<file path="config.mk">
export PLATFORM = sky130hd
export DESIGN_NAME = multirow_sprite_frame_sequencer_flat
export DESIGN_NICKNAME = d
export VERILOG_FILES = /design/src/hw/rtl/msfs_pkg.sv /design/src/hw/rtl/msfs_ifs.sv /design/src/hw/rtl/multirow_sprite_frame_sequencer.sv /design/src/hw/rtl/msfs_div.sv /design/src/flat_wrapper.sv
export SDC_FILE = /design/constraint.sdc
export NUM_CORES = 1
export LEC_CHECK = 0
export BUFFER_PORTS_ARGS = -buffer_cell sky130_fd_sc_hd__buf_2
export CORE_UTILIZATION = 30
export CTS_BUF_LIST = sky130_fd_sc_hd__clkbuf_4
export DETAILED_ROUTE_END_ITERATION = 8
export SYNTH_ARGS = -nofsm -noshare
export SYNTH_HDL_FRONTEND = slang
export SYNTH_SLANG_ARGS = --single-unit
</file>
<file path="constraint.sdc">
create_clock -name i_clk -period 4.3 [get_ports i_clk]
set_input_delay 0.43 -clock i_clk [delete_from_list [all_inputs] [get_ports i_clk]]
set_output_delay 0.43 -clock i_clk [all_outputs]
set_load 0.02 [all_outputs]
</file>
<file path="src/hw/rtl/msfs_pkg.sv">
// Shared types and constants of the multi-row sprite frame sequencer.
// No dependencies; every other file of the block imports this package.
package msfs_pkg;

    // time and frame widths
    localparam int TIME_BITS  = 24;
    localparam int ACC_W      = TIME_BITS + 1;
    localparam int FRAME_W    = 12;
    localparam int CNT_W      = 13;
    localparam int MAX_FRAMES = 4096;

    localparam logic [TIME_BITS-1:0] DEFAULT_FRAME_US = TIME_BITS'(10000);
    localparam logic [ACC_W-1:0]     ACC_MAX          = {ACC_W{1'b1}};
    localparam logic [CNT_W-1:0]     TOTAL_MAX        = CNT_W'(MAX_FRAMES);

    // configuration port
    localparam int CFG_IDX_W  = 3;
    localparam int CFG_DATA_W = TIME_BITS;

    typedef enum logic [CFG_IDX_W-1:0] {
        CFG_FRAME_TIME   = 3'd0,
        CFG_FRAME_TOTAL  = 3'd1,
        CFG_SHEET_COLS   = 3'd2,
        CFG_LOOP_MODE    = 3'd3,
        CFG_LINGER_FRAME = 3'd4,
        CFG_LINGER_EXTRA = 3'd5
    } t_cfg_idx;

    // shared divider
    localparam int DVD_W     = ACC_W + 1;
    localparam int DVS_W     = TIME_BITS;
    localparam int DIV_CNT_W = $clog2(DVD_W + 1);

    typedef struct packed {
        logic             start;
        logic [DVD_W-1:0] dividend;
        logic [DVS_W-1:0] divisor;
    } t_div_req;

    typedef struct packed {
        logic             busy;
        logic             done;
        logic [DVD_W-1:0] quot;
        logic [DVS_W-1:0] rem;
    } t_div_rsp;

endpackage

</file>
<file path="src/hw/rtl/msfs_ifs.sv">
// Valid/ready channel interfaces: tick input, result output, config writes.
// Depends on msfs_pkg for field widths.
interface msfs_tick_if import msfs_pkg::*; ();
    logic                 valid;
    logic                 ready;
    logic [TIME_BITS-1:0] elapsed_us;

    modport source (output valid, output elapsed_us, input ready);
    modport sink   (input valid, input elapsed_us, output ready);
endinterface

interface msfs_res_if import msfs_pkg::*; ();
    logic               valid;
    logic               ready;
    logic               active;
    logic [FRAME_W-1:0] frame_index;
    logic [FRAME_W-1:0] sheet_row;
    logic [FRAME_W-1:0] sheet_col;
    logic               done_res;

    modport source (output valid, output active, output frame_index, output sheet_row,
                    output sheet_col, output done_res, input ready);
    modport sink   (input valid, input active, input frame_index, input sheet_row,
                    input sheet_col, input done_res, output ready);
endinterface

interface msfs_cfg_if import msfs_pkg::*; ();
    logic                  valid;
    logic                  ready;
    logic [CFG_IDX_W-1:0]  index;
    logic [CFG_DATA_W-1:0] data;

    modport source (output valid, output index, output data, input ready);
    modport sink   (input valid, input index, input data, output ready);
endinterface

</file>
<file path="src/hw/rtl/multirow_sprite_frame_sequencer.sv">
// Sprite frame sequencer: per tick, accumulate time, advance frames, report row/col.
// A disabled config skips every division; otherwise frames are stepped singly, or in
// loop mode by a bulk wrap of two divisions, and a row/col division follows.
// One tick at a time, ready only when idle.
// The shared divider is a restoring one (one quotient bit per cycle).
// Reset: synchronous active-low; clears state and config, no clearing pass.
module multirow_sprite_frame_sequencer import msfs_pkg::*; (
    input  logic       i_clk,
    input  logic       i_rst_n,
    msfs_cfg_if.sink   i_cfg,
    msfs_tick_if.sink  i_tick,
    msfs_res_if.source o_res
);

    typedef enum logic [6:0] {
        ST_IDLE = 7'b0000001,
        ST_LOOP = 7'b0000010,
        ST_MODF = 7'b0000100,
        ST_DIV1 = 7'b0001000,
        ST_DIV2 = 7'b0010000,
        ST_ROWC = 7'b0100000,
        ST_RCW  = 7'b1000000
    } t_state;

    // configuration registers
    logic [TIME_BITS-1:0] r_frame_time;
    logic [CNT_W-1:0]     r_frame_total;
    logic [CNT_W-1:0]     r_sheet_cols;
    logic                 r_loop_mode;
    logic [CNT_W-1:0]     r_linger_frame;
    logic [TIME_BITS-1:0] r_linger_extra;

    // sequence state
    t_state               r_state, n_state;
    logic [FRAME_W-1:0]   r_frame, n_frame;
    logic [ACC_W-1:0]     r_acc, n_acc;
    logic [ACC_W-1:0]     r_ll, n_ll;
    logic                 r_ended, n_ended;
    logic                 r_zero, n_zero;

    // output word
    logic                 r_out_valid;
    logic                 r_out_active;
    logic [FRAME_W-1:0]   r_out_frame;
    logic [FRAME_W-1:0]   r_out_row;
    logic [FRAME_W-1:0]   r_out_col;
    logic                 r_out_done;
    logic                 out_load;
    logic                 out_free;

    t_div_req             div_req;
    t_div_rsp             div_rsp;

    logic [TIME_BITS-1:0] ft;
    logic [ACC_W-1:0]     ft_acc;
    logic [CNT_W-1:0]     total;
    logic [CNT_W-1:0]     total_m1;
    logic                 disabled;
    logic                 has_linger;
    logic                 on_linger;
    logic                 guard;
    logic [ACC_W-1:0]     ll_cur;
    logic [ACC_W-1:0]     acc_sub;
    logic [CNT_W-1:0]     frame1;
    logic [CNT_W-1:0]     absf13;
    logic [FRAME_W-1:0]   absf;
    logic [DVD_W-1:0]     acc_sum;
    logic                 advance;
    logic                 tick_acc;

    msfs_div u_div (
        .i_clk   (i_clk),
        .i_rst_n (i_rst_n),
        .i_req   (div_req),
        .o_rsp   (div_rsp)
    );

    // effective configuration
    always_comb begin
        ft         = (r_frame_time == '0) ? DEFAULT_FRAME_US : r_frame_time;
        ft_acc     = {1'b0, ft};
        total      = (r_frame_total > TOTAL_MAX) ? TOTAL_MAX : r_frame_total;
        total_m1   = total - CNT_W'(1);
        disabled   = (total <= CNT_W'(1)) || (r_sheet_cols == '0);
        has_linger = !r_linger_frame[CNT_W-1];
        on_linger  = has_linger && (r_frame == r_linger_frame[FRAME_W-1:0])
                     && (r_linger_extra != '0);
        guard      = has_linger && ({1'b0, r_linger_frame[FRAME_W-1:0]} < total)
                     && (r_linger_extra > ft);
        ll_cur     = (r_ll == '0) ? {1'b0, r_linger_extra} : r_ll;
        acc_sub    = r_acc - ft_acc;
        frame1     = {1'b0, r_frame} + CNT_W'(1);
        absf13     = ({1'b0, r_frame} > total_m1) ? total_m1 : {1'b0, r_frame};
        absf       = absf13[FRAME_W-1:0];
        acc_sum    = {1'b0, r_acc} + DVD_W'(i_tick.elapsed_us);
    end

    assign tick_acc = i_tick.valid && i_tick.ready;
    assign out_free = !r_out_valid || o_res.ready;

    // sequencer
    always_comb begin
        n_state  = r_state;
        n_frame  = r_frame;
        n_acc    = r_acc;
        n_ll     = r_ll;
        n_ended  = r_ended;
        n_zero   = r_zero;
        advance  = 1'b0;
        out_load = 1'b0;
        div_req  = '0;
        unique case (r_state)
            ST_IDLE: begin
                if (tick_acc) begin
                    if (disabled) begin
                        n_zero  = 1'b1;
                        n_state = ST_RCW;
                    end else if (r_ended) begin
                        n_zero  = 1'b0;
                        n_state = ST_ROWC;
                    end else begin
                        n_zero  = 1'b0;
                        n_acc   = acc_sum[DVD_W-1] ? ACC_MAX : acc_sum[ACC_W-1:0];
                        n_state = ST_LOOP;
                    end
                end
            end
            ST_LOOP: begin
                if (r_acc < ft_acc) begin
                    n_state = ST_ROWC;
                end else if (on_linger) begin
                    n_acc = acc_sub;
                    if (ll_cur > ft_acc) begin
                        n_ll    = ll_cur - ft_acc;
                        n_state = ST_ROWC;
                    end else begin
                        n_ll    = '0;
                        advance = 1'b1;
                    end
                end else if (r_loop_mode && !guard) begin
                    // bulk wrap: acc / ft, then (frame + quotient) mod total
                    div_req.start    = 1'b1;
                    div_req.dividend = DVD_W'(r_acc);
                    div_req.divisor  = ft;
                    n_state          = ST_DIV1;
                end else begin
                    n_acc   = acc_sub;
                    advance = 1'b1;
                end
                // single frame step
                if (advance) begin
                    if (r_loop_mode) begin
                        if (frame1 < total) begin
                            n_frame = frame1[FRAME_W-1:0];
                        end else if (frame1 == total) begin
                            n_frame = '0;
                        end else begin
                            div_req.start    = 1'b1;
                            div_req.dividend = DVD_W'(frame1);
                            div_req.divisor  = DVS_W'(total);
                            n_state          = ST_MODF;
                        end
                    end else if (frame1 >= total) begin
                        n_frame = total_m1[FRAME_W-1:0];
                        n_ended = 1'b1;
                        n_acc   = '0;
                        n_state = ST_ROWC;
                    end else begin
                        n_frame = frame1[FRAME_W-1:0];
                    end
                end
            end
            ST_MODF: begin
                if (div_rsp.done) begin
                    n_frame = div_rsp.rem[FRAME_W-1:0];
                    n_state = ST_LOOP;
                end
            end
            ST_DIV1: begin
                if (div_rsp.done) begin
                    n_acc            = {1'b0, div_rsp.rem};
                    div_req.start    = 1'b1;
                    div_req.dividend = DVD_W'(r_frame) + div_rsp.quot;
                    div_req.divisor  = DVS_W'(total);
                    n_state          = ST_DIV2;
                end
            end
            ST_DIV2: begin
                if (div_rsp.done) begin
                    n_frame = div_rsp.rem[FRAME_W-1:0];
                    n_state = ST_ROWC;
                end
            end
            ST_ROWC: begin
                div_req.start    = 1'b1;
                div_req.dividend = DVD_W'(absf);
                div_req.divisor  = DVS_W'(r_sheet_cols);
                n_state          = ST_RCW;
            end
            ST_RCW: begin
                if ((r_zero || div_rsp.done) && out_free) begin
                    out_load = 1'b1;
                    n_state  = ST_IDLE;
                end
            end
            default: n_state = ST_IDLE;
        endcase
    end

    // state and configuration registers
    always_ff @(posedge i_clk) begin
        if (!i_rst_n) begin
            r_state        <= ST_IDLE;
            r_frame        <= '0;
            r_acc          <= '0;
            r_ll           <= '0;
            r_ended        <= 1'b0;
            r_zero         <= 1'b0;
            r_frame_time   <= '0;
            r_frame_total  <= '0;
            r_sheet_cols   <= '0;
            r_loop_mode    <= 1'b0;
            r_linger_frame <= {CNT_W{1'b1}};
            r_linger_extra <= '0;
        end else begin
            r_state <= n_state;
            r_frame <= n_frame;
            r_acc   <= n_acc;
            r_ll    <= n_ll;
            r_ended <= n_ended;
            r_zero  <= n_zero;
            if (i_cfg.valid && i_cfg.ready) begin
                unique case (i_cfg.index)
                    CFG_FRAME_TIME:   r_frame_time   <= i_cfg.data[TIME_BITS-1:0];
                    CFG_FRAME_TOTAL:  r_frame_total  <= i_cfg.data[CNT_W-1:0];
                    CFG_SHEET_COLS:   r_sheet_cols   <= i_cfg.data[CNT_W-1:0];
                    CFG_LOOP_MODE:    r_loop_mode    <= i_cfg.data[0];
                    CFG_LINGER_FRAME: r_linger_frame <= i_cfg.data[CNT_W-1:0];
                    CFG_LINGER_EXTRA: r_linger_extra <= i_cfg.data[TIME_BITS-1:0];
                    default: ;
                endcase
            end
        end
    end

    // output word handshake
    always_ff @(posedge i_clk) begin
        if (!i_rst_n) begin
            r_out_valid <= 1'b0;
        end else if (out_load) begin
            r_out_valid <= 1'b1;
        end else if (o_res.ready) begin
            r_out_valid <= 1'b0;
        end
    end

    // output payload
    always_ff @(posedge i_clk) begin
        if (out_load) begin
            r_out_active <= !r_zero;
            r_out_frame  <= r_zero ? '0 : absf;
            r_out_row    <= r_zero ? '0 : div_rsp.quot[FRAME_W-1:0];
            r_out_col    <= r_zero ? '0 : div_rsp.rem[FRAME_W-1:0];
            r_out_done   <= !r_zero && r_ended;
        end
    end

    assign i_cfg.ready       = 1'b1;
    assign i_tick.ready      = (r_state == ST_IDLE);
    assign o_res.valid       = r_out_valid;
    assign o_res.active      = r_out_active;
    assign o_res.frame_index = r_out_frame;
    assign o_res.sheet_row   = r_out_row;
    assign o_res.sheet_col   = r_out_col;
    assign o_res.done_res    = r_out_done;

    // an ended sequence keeps an empty accumulator
    a_ended_acc: assert property (@(posedge i_clk) disable iff (!i_rst_n)
        r_ended |-> (r_acc == '0))
        else $error("accumulator not empty after sequence end");

    // the shared divider is never restarted mid-operation
    a_div_start: assert property (@(posedge i_clk) disable iff (!i_rst_n)
        div_req.start |-> !div_rsp.busy)
        else $error("divider started while busy");

    // no division left running when a new tick may come in
    a_idle_div: assert property (@(posedge i_clk) disable iff (!i_rst_n)
        (r_state == ST_IDLE) |-> !div_rsp.busy)
        else $error("divider busy in idle");

    // bulk wrap leaves less than one frame time
    a_wrap_rem: assert property (@(posedge i_clk) disable iff (!i_rst_n)
        ((r_state == ST_DIV1) && div_rsp.done) |-> (div_rsp.rem < ft))
        else $error("wrap remainder not below frame time");

endmodule

</file>
<file path="src/hw/rtl/msfs_div.sv">
// Restoring divider, one quotient bit per cycle, shared by the sequencer.
// Depends on msfs_pkg for the request/response structs and widths.
module msfs_div import msfs_pkg::*; (
    input  logic     i_clk,
    input  logic     i_rst_n,
    input  t_div_req i_req,
    output t_div_rsp o_rsp
);

    logic                 r_busy, n_busy;
    logic                 r_done, n_done;
    logic [DIV_CNT_W-1:0] r_cnt, n_cnt;
    logic [DVD_W-1:0]     r_quot, n_quot;
    logic [DVS_W-1:0]     r_rem, n_rem;
    logic [DVS_W-1:0]     r_dvs, n_dvs;

    logic [DVS_W:0]       shifted;
    logic [DVS_W:0]       diff;

    // one trial subtraction per cycle
    always_comb begin
        shifted = {r_rem, r_quot[DVD_W-1]};
        diff    = shifted - {1'b0, r_dvs};
        n_busy  = r_busy;
        n_done  = r_done;
        n_cnt   = r_cnt;
        n_quot  = r_quot;
        n_rem   = r_rem;
        n_dvs   = r_dvs;
        if (i_req.start) begin
            n_busy = 1'b1;
            n_done = 1'b0;
            n_cnt  = DIV_CNT_W'(DVD_W);
            n_quot = i_req.dividend;
            n_rem  = '0;
            n_dvs  = i_req.divisor;
        end else if (r_busy) begin
            if (!diff[DVS_W]) begin
                n_rem  = diff[DVS_W-1:0];
                n_quot = {r_quot[DVD_W-2:0], 1'b1};
            end else begin
                n_rem  = shifted[DVS_W-1:0];
                n_quot = {r_quot[DVD_W-2:0], 1'b0};
            end
            n_cnt = r_cnt - DIV_CNT_W'(1);
            if (r_cnt == DIV_CNT_W'(1)) begin
                n_busy = 1'b0;
                n_done = 1'b1;
            end
        end
    end

    // control
    always_ff @(posedge i_clk) begin
        if (!i_rst_n) begin
            r_busy <= 1'b0;
            r_done <= 1'b0;
            r_cnt  <= '0;
        end else begin
            r_busy <= n_busy;
            r_done <= n_done;
            r_cnt  <= n_cnt;
        end
    end

    // datapath
    always_ff @(posedge i_clk) begin
        r_quot <= n_quot;
        r_rem  <= n_rem;
        r_dvs  <= n_dvs;
    end

    assign o_rsp.busy = r_busy;
    assign o_rsp.done = r_done;
    assign o_rsp.quot = r_quot;
    assign o_rsp.rem  = r_rem;

endmodule

</file>
<file path="src/flat_wrapper.sv">
// flat-port wrapper written by rule: the top's interface ports become plain ports
module multirow_sprite_frame_sequencer_flat import msfs_pkg::*;
  (i_clk, i_rst_n, i_cfg_valid, i_cfg_index, i_cfg_data, i_cfg_ready, i_tick_valid, i_tick_elapsed_us, i_tick_ready, o_res_valid, o_res_active, o_res_frame_index, o_res_sheet_row, o_res_sheet_col, o_res_done_res, o_res_ready);
  msfs_cfg_if i_cfg_i ();
  msfs_tick_if i_tick_i ();
  msfs_res_if o_res_i ();
  input  logic i_clk;
  input  logic i_rst_n;
  input wire logic [$bits(i_cfg_i.valid)-1:0] i_cfg_valid;
  input wire logic [$bits(i_cfg_i.index)-1:0] i_cfg_index;
  input wire logic [$bits(i_cfg_i.data)-1:0] i_cfg_data;
  output wire logic [$bits(i_cfg_i.ready)-1:0] i_cfg_ready;
  input wire logic [$bits(i_tick_i.valid)-1:0] i_tick_valid;
  input wire logic [$bits(i_tick_i.elapsed_us)-1:0] i_tick_elapsed_us;
  output wire logic [$bits(i_tick_i.ready)-1:0] i_tick_ready;
  output wire logic [$bits(o_res_i.valid)-1:0] o_res_valid;
  output wire logic [$bits(o_res_i.active)-1:0] o_res_active;
  output wire logic [$bits(o_res_i.frame_index)-1:0] o_res_frame_index;
  output wire logic [$bits(o_res_i.sheet_row)-1:0] o_res_sheet_row;
  output wire logic [$bits(o_res_i.sheet_col)-1:0] o_res_sheet_col;
  output wire logic [$bits(o_res_i.done_res)-1:0] o_res_done_res;
  input wire logic [$bits(o_res_i.ready)-1:0] o_res_ready;
  assign i_cfg_i.valid = i_cfg_valid;
  assign i_cfg_i.index = i_cfg_index;
  assign i_cfg_i.data = i_cfg_data;
  assign i_cfg_ready = i_cfg_i.ready;
  assign i_tick_i.valid = i_tick_valid;
  assign i_tick_i.elapsed_us = i_tick_elapsed_us;
  assign i_tick_ready = i_tick_i.ready;
  assign o_res_valid = o_res_i.valid;
  assign o_res_active = o_res_i.active;
  assign o_res_frame_index = o_res_i.frame_index;
  assign o_res_sheet_row = o_res_i.sheet_row;
  assign o_res_sheet_col = o_res_i.sheet_col;
  assign o_res_done_res = o_res_i.done_res;
  assign o_res_i.ready = o_res_ready;
  multirow_sprite_frame_sequencer u_core (.i_clk(i_clk), .i_rst_n(i_rst_n), .i_cfg(i_cfg_i), .i_tick(i_tick_i), .o_res(o_res_i));
endmodule
</file>
Word-level counts from Yosys, hierarchy flattened
Cells that the tools add are included.

Logic and storage cells: 178. Register bits: 279.

Mux-type cells: 69. Add/subtract/negate cells: 8. Magnitude comparators: 9. Reduce and logical (&&, ||, !) cells: 39. Bitwise operators: 3. Equality and inequality tests: 25.

Operators by type and width (number): two-way mux 51 bit (8); two-way mux 25 bit (13); one-hot mux 51 bit (3 select lines) (1); two-way mux 7 bit (15); two-way mux 12 bit (7); one-hot mux 25 bit (3 select lines) (1); subtractor 25 x 24 -> 25 bit (3); two-way mux 26 bit (2); one-hot mux 7 bit (7 select lines) (1); two-way mux 24 bit (2); adder 12 x 26 -> 26 bit (1); adder 25 x 24 -> 26 bit (1); > comparator 25 x 24 -> 1 bit (1); zero test 25 bit (1); < comparator 25 x 24 -> 1 bit (1); > comparator 24 bit (1); zero test 24 bit (1); one-hot mux 12 bit (2 select lines) (1); nonzero test 24 bit (1); AND reduction 2 bit (8); two-way mux 1 bit (14); adder 12 x 1 -> 13 bit (second input constant) (1); equality test 13 bit (1); greater-or-equal comparator 13 bit (1); other kinds (37) (66).

Logic depth before layout (Yosys ltp)
Gate-level depths: netlist (run 1).

Depth after elaboration: 16. Mapped depth: 21. Mapped depth without buffers: 16.

Cells and area by module
From an unflattened synthesis (run 1), not the netlist that was laid out.

Cells, all modules: 2506. Area, all modules: 20723.6 um^2.

By module, submodules not included: multirow_sprite_frame_sequencer (sequential area each 4344.2 um^2, times used 1, cells an instance 2049, area each 15952.8 um^2); msfs_div (sequential area each 2122.0 um^2, times used 1, cells an instance 457, area each 4770.8 um^2).

Worst setup path after synthesis (run 1)
OpenSTA, ideal clock, no wires.

Path kind: reg-to-reg. Start: register u_core.r_ll[13]. End: register u_core.u_div.r_quot[0], data pin. Library setup time: 0.313 ns. Stages on the path, launching flop included: 18. Slack: -0.463 ns. Data arrival time: 4.450 ns. Path buffers: 2. Path through: dfxtp_1 nor4_1 nand4_1 nor4_1 clkbuf_1 a21o_1 ha_1 a21o_1 a211oi_1 o311ai_0 o21ai_0 a21boi_0 a211oi_4 o21ai_2 a31oi_4 inv_2 clkbuf_1 a31oi_1.

RTL lines: start, declared (line multirow_sprite_frame_sequencer.sv:37) `logic [ACC_W-1:0] r_ll, n_ll;`; start signal, assigned (line multirow_sprite_frame_sequencer.sv:229) `r_ll <= n_ll;`; end signal, assigned (line msfs_div.sv:68) `r_quot <= n_quot;`; end, declared (line msfs_div.sv:13) `logic [DVD_W-1:0] r_quot, n_quot;`.

Worst setup path in the final report (run 1)
Start: register u_core.r_ll[19]. End: register u_core.u_div.r_quot[7], data pin.

Cells in the longest elaborated chain, start to end: 10.

RTL lines: zero test 25 bit (line multirow_sprite_frame_sequencer.sv:90) `ll_cur = (r_ll == '0) ? {1'b0, r_linger_extra} : r_ll;`; two-way mux 25 bit (*) (line multirow_sprite_frame_sequencer.sv:90); > comparator 25 x 24 -> 1 bit (*) (line multirow_sprite_frame_sequencer.sv:133) `if (ll_cur > ft_acc) begin`; two-way mux 1 bit (*) (line multirow_sprite_frame_sequencer.sv:133); two-way mux 1 bit (*) (line multirow_sprite_frame_sequencer.sv:131) `end else if (on_linger) begin`; two-way mux 1 bit (*) (line multirow_sprite_frame_sequencer.sv:129) `if (r_acc < ft_acc) begin`; two-way mux 1 bit (*) (line multirow_sprite_frame_sequencer.sv:112) `unique case (r_state)`; two-way mux 51 bit (*) (line multirow_sprite_frame_sequencer.sv:151) `if (advance) begin`; one-hot mux 51 bit (3 select lines) (*) (line multirow_sprite_frame_sequencer.sv:112); two-way mux 26 bit (*) (line msfs_div.sv:30) `if (i_req.start) begin`; via u_core.u_div.n_quot[7] (line msfs_div.sv:13).

Mark *: on every way through the listed nets, which the timed path passes. The rest lies on a longest branch. The select of a mux whose other input is x is not followed. A chain may end at the register's enable or synchronous reset.

==> metrics.md, run 1 <==
| Metric | Value |
|---|---|
| Hold Crit Start | i_cfg_index[2] |
| I/O pin count | 97 |
| R2R Path End | u_core.u_div.r_quot[7]$_DFFE_PP_ |
| Clk sink count | between 200 and 300 |
| Wl on met1 | 34.03 mm |
| Largest net degree at the start of global routing | between 60 and 70 |
| Final number of setup-violating endpoints | 0 |
| Clk buf depth | 3 |
| FF-to-FF path depth | 19 |
| Synth warn | 0 |
| CP Class | reg2reg |
| Gpl congestion | between 0.9 and 1 |
| Critical path's top delay family | compound AO/OA/AOI/OAI gates |
| Antenna violations before repair | 6 |
| Gr usage total | 0.2075 |
| Critical Path, Cell by Cell | nor4_4 -> buf_4 -> nand4_1 -> nor4_4 -> buf_4 -> a21o_1 -> ha_4 -> a21o_1 -> a211oi_2 -> nand3_1 -> o21ai_2 -> a21boi_4 -> a211oi_4 -> o21ai_2 -> a31oi_4 -> buf_4 -> clkbuf_16 -> a221oi_1 -> o21ai_1 |
| DRT Wirelength | approximately 73 mm |
| Final worst hold slack | 0.1368 ns |
| Seq/Total Area, Yosys | 0.3187 |
| First-pass GRT wire length | ~110 mm |
| Worst-Skew Late Latency | around 0.86 ns |
| Pre-Repair DR Iteration Count | 8 |
| Met2 WL | around 31 mm |
| Antenna viol nets, final | 0 |
| Detailed router's first-iteration violation count | ~1900 |
| WHS Endpoint | u_core.r_loop_mode$_SDFFE_PN0P_ |
| Clk slew on worst S/H paths | about 0.080 ns |
| Final worst-path cycle share | 0.9985 |
| H-tree depth | 3 |
| Die W | 262.0 um |
| Async set-reset flop share out of synthesis | 0 |
| Max rail drop VDD | between 0.1 and 0.15 mV |
| Req. time, crit path | between 4 and 5 ns |
| Yosys top cell area share | 0.1885 |
| Multi-input gate area | between 0.01 and 0.015 mm2 |
| Hold Crit Class | in2reg |
| Critical Path Fanout Max | 11 |
| Syn Nets | ~2700 |
| Worst hold path depth | 5 |
| Crit path launch type | flop |
| CORE AREA | 0.06633 mm2 |
| Unique masters post-synth | between 80 and 90 |
| Yosys top cell by area | dfxtp_1 |
| Root Driver | clkbuf_4 |
| Power, Total | a little under 8 mW |
| Worst reg2reg startpoint | u_core.r_ll[19]$_SDFFE_PN0P_ |
| DRC viols | 0 |
| Register Area | roughly 0.0065 mm2 |
| DP HPWL | roughly 56 mm |
| Routed WL per cell | 19.59 um |
| Top FF cell, synth | dfxtp_1 |
| Area growth syn-to-layout | 23.65% |
| Max Cap Violations | 0 |
| Max Transition Viols Final | 0 |
| Starting density of the core | 0.3058 |
| CTS tree | built |
| Bufs and invs on worst path | 4 |
| FP Rows | 94 |
| Num CTS Buffers | between 80 and 90 |
| Wire length on met3 | 5.704 mm |
| Die Height | ~260 um |
| Relative slew slack | 0.3198 |
| Mapped Avg Cell Area | between 8 and 9 um2 |
| PD cells | roughly 310 mW/mm2 |
| Gr ovfl total | 0 |
| R2R Setup Slk | approximately 0.0065 ns |
| Skew final | ~0.066 ns |
| Vias in the first global route | approximately 19000 |
| Die Area | 0.06867 mm2 |
| PortBufs | 95 |
| P_leak | 10.46 nW |
| Crit path time final | between 4 and 5 ns |
| Post-synthesis cell count | approximately 2500 |
| Most frequent CP cell | buf_4 |
| CP Capture Type | flop |
| Data arrival, critical path | ~4.9 ns |
| Highest metal used | met5 |
| Synth Register Bits | between 200 and 300 |
| DP Cell Count | ~3600 |
| F_max | 232.9 MHz |
| Share of cells above drive strength 1 | 0.1946 |
| Nets | 3053 |
| Fill cells | a little under 7000 |
| Dominant cells by area after synthesis | dfxtp_1 19%, edfxtp_1 13%, ha_1 10%, a21oi_1 6.3%, nand2_1 6.3% |
| Final Non-Filler Cells | roughly 3700 |
| Slew @ Worst Pin | 1.018 ns |
| Via count | a little over 20000 |
| Unrepaired setup endpoints after global routing | yes |
| Status | complete, no violations |
| Crit-path max cell delay | ~0.34 ns |
| Netlist Area Pre-Place | roughly 0.02 mm2 |
| Post-synth EDFFs | approximately 90 |
| CP max-delay cell | dfxtp_2 |
| Final Hold Vio Count | 0 |
| Vias per inst | 5.448 |
## cells in the final DEF (no fill, tap or decap), types with 19 or more instances in the layout
| cell | instances |
|---|---|
| nand4_1 | 27 |
| mux2i_1 | 35 |
| o21a_1 | 29 |
| a21o_1 | 72 |
| nor3_1 | 62 |
| a21oi_1 | 251 |
| dlygate4sd3_1 | 28 |
| nand3_1 | 81 |
| clkinv_1 | 21 |
| buf_4 | 205 |
| ha_1 | 159 |
| nand2b_1 | 28 |
| nor4_1 | 28 |
| and3_1 | 19 |
| buf_2 | 95 |
| xor2_1 | 49 |
| nor2b_1 | 57 |
| edfxtp_1 | 88 |
| xnor2_1 | 67 |
| dfxtp_1 | 188 |
| nand2_1 | 338 |
| nor2_1 | 151 |
| a31oi_1 | 23 |
| a22oi_1 | 41 |
| clkbuf_4 | 117 |
| o211ai_1 | 33 |
| o21ai_0 | 146 |
| inv_1 | 104 |
## layout make-up
class,instances,share of cell area
Tap cell,864,0.04310
Clock inverter,26,0.005188
Clock buffer,117,0.03502
Inverter,108,0.01646
Multi-Input combinational cell,2003,0.5354
Antenna cell,2,0.0001995
Timing Repair Buffer,350,0.1067
Sequential cell,279,0.2579
## worst max-delay path by stage
stage / start / endpoint / slack [ns] / cells past startpoint
after floorplan: u_core.r_ll[13]$_SDFFE_PN0P_ / u_core.u_div.r_quot[0]$_DFFE_PP_ / -0.008 / 17
after global placement: u_core.r_frame_time[0]$_SDFFE_PN0P_ / u_core.r_acc[18]$_SDFFE_PN0P_ / -0.18 / 18
after detailed placement: u_core.r_frame_time[0]$_SDFFE_PN0P_ / u_core.r_acc[12]$_SDFFE_PN0P_ / -0.24 / 18
after CTS: u_core.r_ll[13]$_SDFFE_PN0P_ / u_core.u_div.r_quot[17]$_DFFE_PP_ / 0.005 / 20
after global routing: u_core.r_ll[19]$_SDFFE_PN0P_ / u_core.u_div.r_quot[7]$_DFFE_PP_ / -0.13 / 19
final: u_core.r_ll[19]$_SDFFE_PN0P_ / u_core.u_div.r_quot[7]$_DFFE_PP_ / 0.006 / 19
## where the power goes
group / total, mW / internal (mW) / switching, mW
sequential: 2.86 / 2.77 / 0.0929
clock: 2.54 / 1.30 / 1.24
combinational: 2.37 / 1.08 / 1.29
## routing by layer
metal  GRT usage  up-vias
li1            -     9911
met1      0.2951     9565
met2      0.3035      787
met3     0.03926      156
met4     0.08831        6
met5           0        -
## Yosys cell counts (35+ instances only)
cell and instances:
nor2b_1 57, xnor2_1 68, edfxtp_1 88, a21o_1 72, a21oi_1 255, nand2_1 340, xor2_1 49, mux2i_1 37
dfxtp_1 191, nor2_1 156, nor3_1 68, inv_1 105, a22oi_1 41, nor4_1 35, o21ai_0 155, nand3_1 81
clkbuf_1 97, ha_1 168
## state kept, by name, summed over array words and instances, names as in the netlist, 13 cells and up
name / flops
u_core.u_div.r_rem: 24
u_core.r_linger_extra: 24
u_core.r_sheet_cols: 13
u_core.u_div.r_quot: 26
u_core.r_ll: 25
u_core.u_div.r_dvs: 24
u_core.r_acc: 25
u_core.r_frame_total: 13
u_core.r_frame_time: 24
u_core.r_linger_frame: 13
## worst min-delay path: cells and delay by family
kind                   cells  cell delay, ns
buffers and inverters      1            0.14
AND/OR/NAND/NOR            3            0.26
multiplexers               1            0.07
## what timing repair did
item                       CTS  global route
hold buffers                28             0
cloned                       1             4
setup endpoints to repair  152           181
hold endpoints to repair    91             0
pin swaps                    3            31
buffers inserted             3            17
resized for setup           10            96
## stage by stage
step | setup WS (ns) | cell area (um2) | utilization | TNS [ns]
finish | 0.006468 | 25080 | 0.3782 | 0
floorplan | -0.008205 | 20310 | - | -0.008205
detailed placement | -0.2362 | 23070 | 0.3478 | -16.71
global placement | -0.1757 | 23070 | 0.3478 | -10.43
global route | -0.1283 | 25080 | 0.3782 | -2.477
CTS | 0.004652 | 24420 | 0.3681 | 0
## logic make-up after synthesis
| family | after synthesis | synth area share |
|---|---|---|
| other | 1 | 0.0001848 |
| xor gates and xnor gates | 117 | 0.05051 |
| DFF | 279 | 0.3187 |
| AOI/OAI and AO/OA | 773 | 0.2452 |
| and+or+nand+nor | 888 | 0.2083 |
| muxes | 50 | 0.02547 |
| buffers and inverters | 224 | 0.04249 |
| adders and majority gates | 174 | 0.1090 |
No activity file was read; power rests on OpenSTA's default activity.
==> run 2: changes to the inputs <==
--- a/config.mk
+++ b/config.mk
@@ -7,7 +7,6 @@
 export LEC_CHECK = 0
 export BUFFER_PORTS_ARGS = -buffer_cell sky130_fd_sc_hd__buf_2
 export CORE_UTILIZATION = 30
-export CTS_BUF_LIST = sky130_fd_sc_hd__clkbuf_4
 export DETAILED_ROUTE_END_ITERATION = 8
 export SYNTH_ARGS = -nofsm -noshare
 export SYNTH_HDL_FRONTEND = slang
==> metrics.md, run 2 (same netlist as run 1, synthesis figures left out) <==
| Metric | Value |
|---|---|
| Psw | 2.599 mW (was 2.629 mW) |
| Root Driver | clkbuf_16 (was clkbuf_4) |
| Clk buf depth | 3 (unchanged) |
| First-pass GRT wire length | 108.8 mm (was 109.8 mm) |
| DP HPWL | 55.84 mm (unchanged) |
| Status | finished, violations left (was complete, no violations) |
| Die Area | 0.06867 mm2 (unchanged) |
| DP Cell Count | 3552 (unchanged) |
| Detailed router's first-iteration violation count | 1842 (was 1947) |
| Failing checks | negative setup slack |
| Critical Path Fanout Max | 5 (was 11) |
| Hold Crit Class | in2reg (unchanged) |
| Gr usage total | 0.2050 (was 0.2075) |
| Hold Buf Count CTS | 0 (was 28) |
| P_leak | 10.35 nW (was 10.46 nW) |
| Share of total power in the clock network | 0.367 (was 0.327) |
| Crit path time final | 4.344 ns (was 4.294 ns) |
| Slew @ Worst Pin | 1.018 ns (about the same) |
| Share of cells above drive strength 1 | 0.1767 (was 0.1946) |
| H-tree depth | 2 (was 3) |
| Die W | 262.0 um (unchanged) |
| Multi-input gate area | 0.01341 mm2 (was 0.01343 mm2) |
| Pre-Repair DR Iteration Count | 6 (was 8) |
| Max reg flops | 26 (unchanged) |
| Clk sink count | 279 (unchanged) |
| Final number of setup-violating endpoints | 13 (was 0) |
| Vias per inst | 5.487 (was 5.448) |
| Cell Int Power | 5.542 mW (was 5.150 mW) |
| Num CTS Buffers | 35 (was 82) |
| Commonest non-fill, non-tap cells in the layout | 334 x nand2_1, 252 x a21oi_1, 201 x buf_4, 188 x dfxtp_1, 163 x ha_1 (was 338 x nand2_1, 251 x a21oi_1, 205 x buf_4, 188 x dfxtp_1, 159 x ha_1) |
| Max Transition Viols Final | 0 (unchanged) |
| Max Cap Violations | 0 (unchanged) |
| DRT Wirelength | 73.11 mm (was 73.44 mm) |
| Setup ws final | -0.04420 ns (was 0.006468 ns) |
| F_max | 230.2 MHz (was 232.9 MHz) |
| Crit path launch type | flop (unchanged) |
| Switching Share | 0.3193 (was 0.3380) |
| Antenna viol nets, final | 0 (unchanged) |
| Register Area | 0.006470 mm2 (unchanged) |
| Via count | 20000 (was 20430) |
| CP Capture Type | flop (unchanged) |
| Req. time, crit path | 4.76 ns (was 4.91 ns) |
| Gr ovfl total | 0 (unchanged) |
| Setup TNS | -0.1588 ns (was 0 ns) |
| CTS tree | built (unchanged) |
| PortBufs | 95 (unchanged) |
| FP Rows | 94 (unchanged) |
| Skew final | 0.02466 ns (was 0.06592 ns) |
| Pre-CTS worst setup slack | -0.2362 ns (unchanged) |
| CP Class | reg2reg (unchanged) |
| Routed WL per cell | 20.06 um (was 19.59 um) |
| PD cells | 325.4 mW/mm2 (was 310.1 mW/mm2) |
| I/O pin count | 97 (unchanged) |
| Commonest non-fill, non-tap cell in the layout | nand2_1 (unchanged) |
| Clk slew on worst S/H paths | 0.06 ns (was 0.08 ns) |
| Worst-Skew Late Latency | 0.56 ns (was 0.86 ns) |
| Max rail drop VDD | 0.2317 mV (was 0.1342 mV) |
| Relative slew slack | 0.3196 (was 0.3198) |
| Nets | 2981 (was 3053) |
| Antenna violations before repair | 16 (was 6) |
| Biggest register | u_core.u_div.r_quot (unchanged) |
| Regs by FF count | u_core.u_div.r_quot: 26 flops, u_core.r_acc: 25 flops, u_core.r_ll: 25 flops (unchanged) |
| Final Non-Filler Cells | 3645 (was 3749) |
| Area growth syn-to-layout | 23.31% (was 23.65%) |
| Flop pwr share | 0.352 (was 0.368) |
| Die Height | 262.0 um (unchanged) |
| Comb pwr share | 0.281 (was 0.305) |
| DP Area | 0.02307 mm2 (unchanged) |
| Post-route cell area | 0.02502 mm2 (was 0.02508 mm2) |
| Gpl congestion | 0.9412 (unchanged) |
| Starting density of the core | 0.3058 (unchanged) |
| Largest net degree at the start of global routing | 63 (unchanged) |
| CORE AREA | 0.06633 mm2 (unchanged) |
| Data arrival, critical path | 4.81 ns (was 4.90 ns) |
| Final worst-path cycle share | 1.010 (was 0.9985) |
| Vias in the first global route | 18220 (was 18680) |
| Unrepaired setup endpoints after global routing | yes (unchanged) |
| Final Hold Vio Count | 0 (unchanged) |
| DRC viols | 0 (unchanged) |
| Fill cells | 6851 (was 6922) |
-- run 2: what timing repair did --
| item | CTS | global route |
|---|---|---|
| setup buffers | 2 | 19 |
| pin swaps | 3 | 44 |
| cloned | 1 | 5 |
| resized for setup | 11 | 101 |
| endpoints found under the setup margin | 156 | 183 |
-- run 2: path summary, 6_finish.rpt --
path	from	to	slack, ns	cells past startpoint
min reg2reg	u_core.r_sheet_cols[3]$_SDFFE_PN0P_	u_core.r_sheet_cols[3]$_SDFFE_PN0P_	0.47	2
min	i_cfg_data[13]	u_core.r_linger_extra[13]$_SDFFE_PN0P_	0.13	3
max	u_core.r_frame_time[3]$_SDFFE_PN0P_	u_core.u_div.r_rem[0]$_SDFFE_PP0P_	-0.04	20
max reg2reg	u_core.r_frame_time[3]$_SDFFE_PN0P_	u_core.u_div.r_rem[0]$_SDFFE_PP0P_	-0.04	20
-- run 2: routing by layer --
metal | GRT usage | part of all wire
met1 | 0.2923 | 0.46
met2 | 0.3042 | 0.42
met4 | 0.07466 | 0.034
met3 | 0.03935 | 0.079
met5 | 0 | 0.0020
-- run 2: cell type report --
type	count	area share
Timing Repair Buffer	325	0.09978
Clock buffer	51	0.04026
Inverter	108	0.01631
Antenna cell	3	0.0003001
Tap cell	864	0.04322
Clock inverter	12	0.005352
Multi-Input combinational cell	2003	0.5361
Sequential cell	279	0.2586
-- run 2: per-stage QoR --
stage                     power (mW)  hold slack (ns)    util
after floorplan                4.335           0.4440       -
after global placement         5.041           0.4609  0.3478
after detailed placement       5.043           0.4661  0.3478
after CTS                      8.039           0.1081  0.3659
after global routing           8.489           0.1490  0.3771
final                          8.141           0.1334  0.3771
-- run 2: power groups by stage --
stage          logic, mW  clock network (mW)  registers (mW)
4_1_cts             2.16                3.02            2.86
3_3_place_gp        2.13                   0            2.92
5_1_grt             2.51                3.12            2.87
3_5_place_dp        2.13                   0            2.92
2_1_floorplan       1.45                   0            2.88
6_report            2.29                2.99            2.87
-- run 2: worst max-delay path, stage by stage (launching register included) --
cell,delay [ns]
dfxtp_2,0.34
nor4_4,0.31
buf_4,0.16
nand4_1,0.15
nor2_2,0.18
buf_4,0.13
nor2_1,0.05
ha_1,0.32
and4_1,0.22
o21ai_0,0.11
a32o_2,0.30
a2111oi_4,0.31
nor3_2,0.10
o311ai_4,0.23
buf_6,0.16
buf_12,0.11
o21ai_4,0.06
a31oi_4,0.33
inv_2,0.12
or4_1,0.48
o311ai_1,0.10
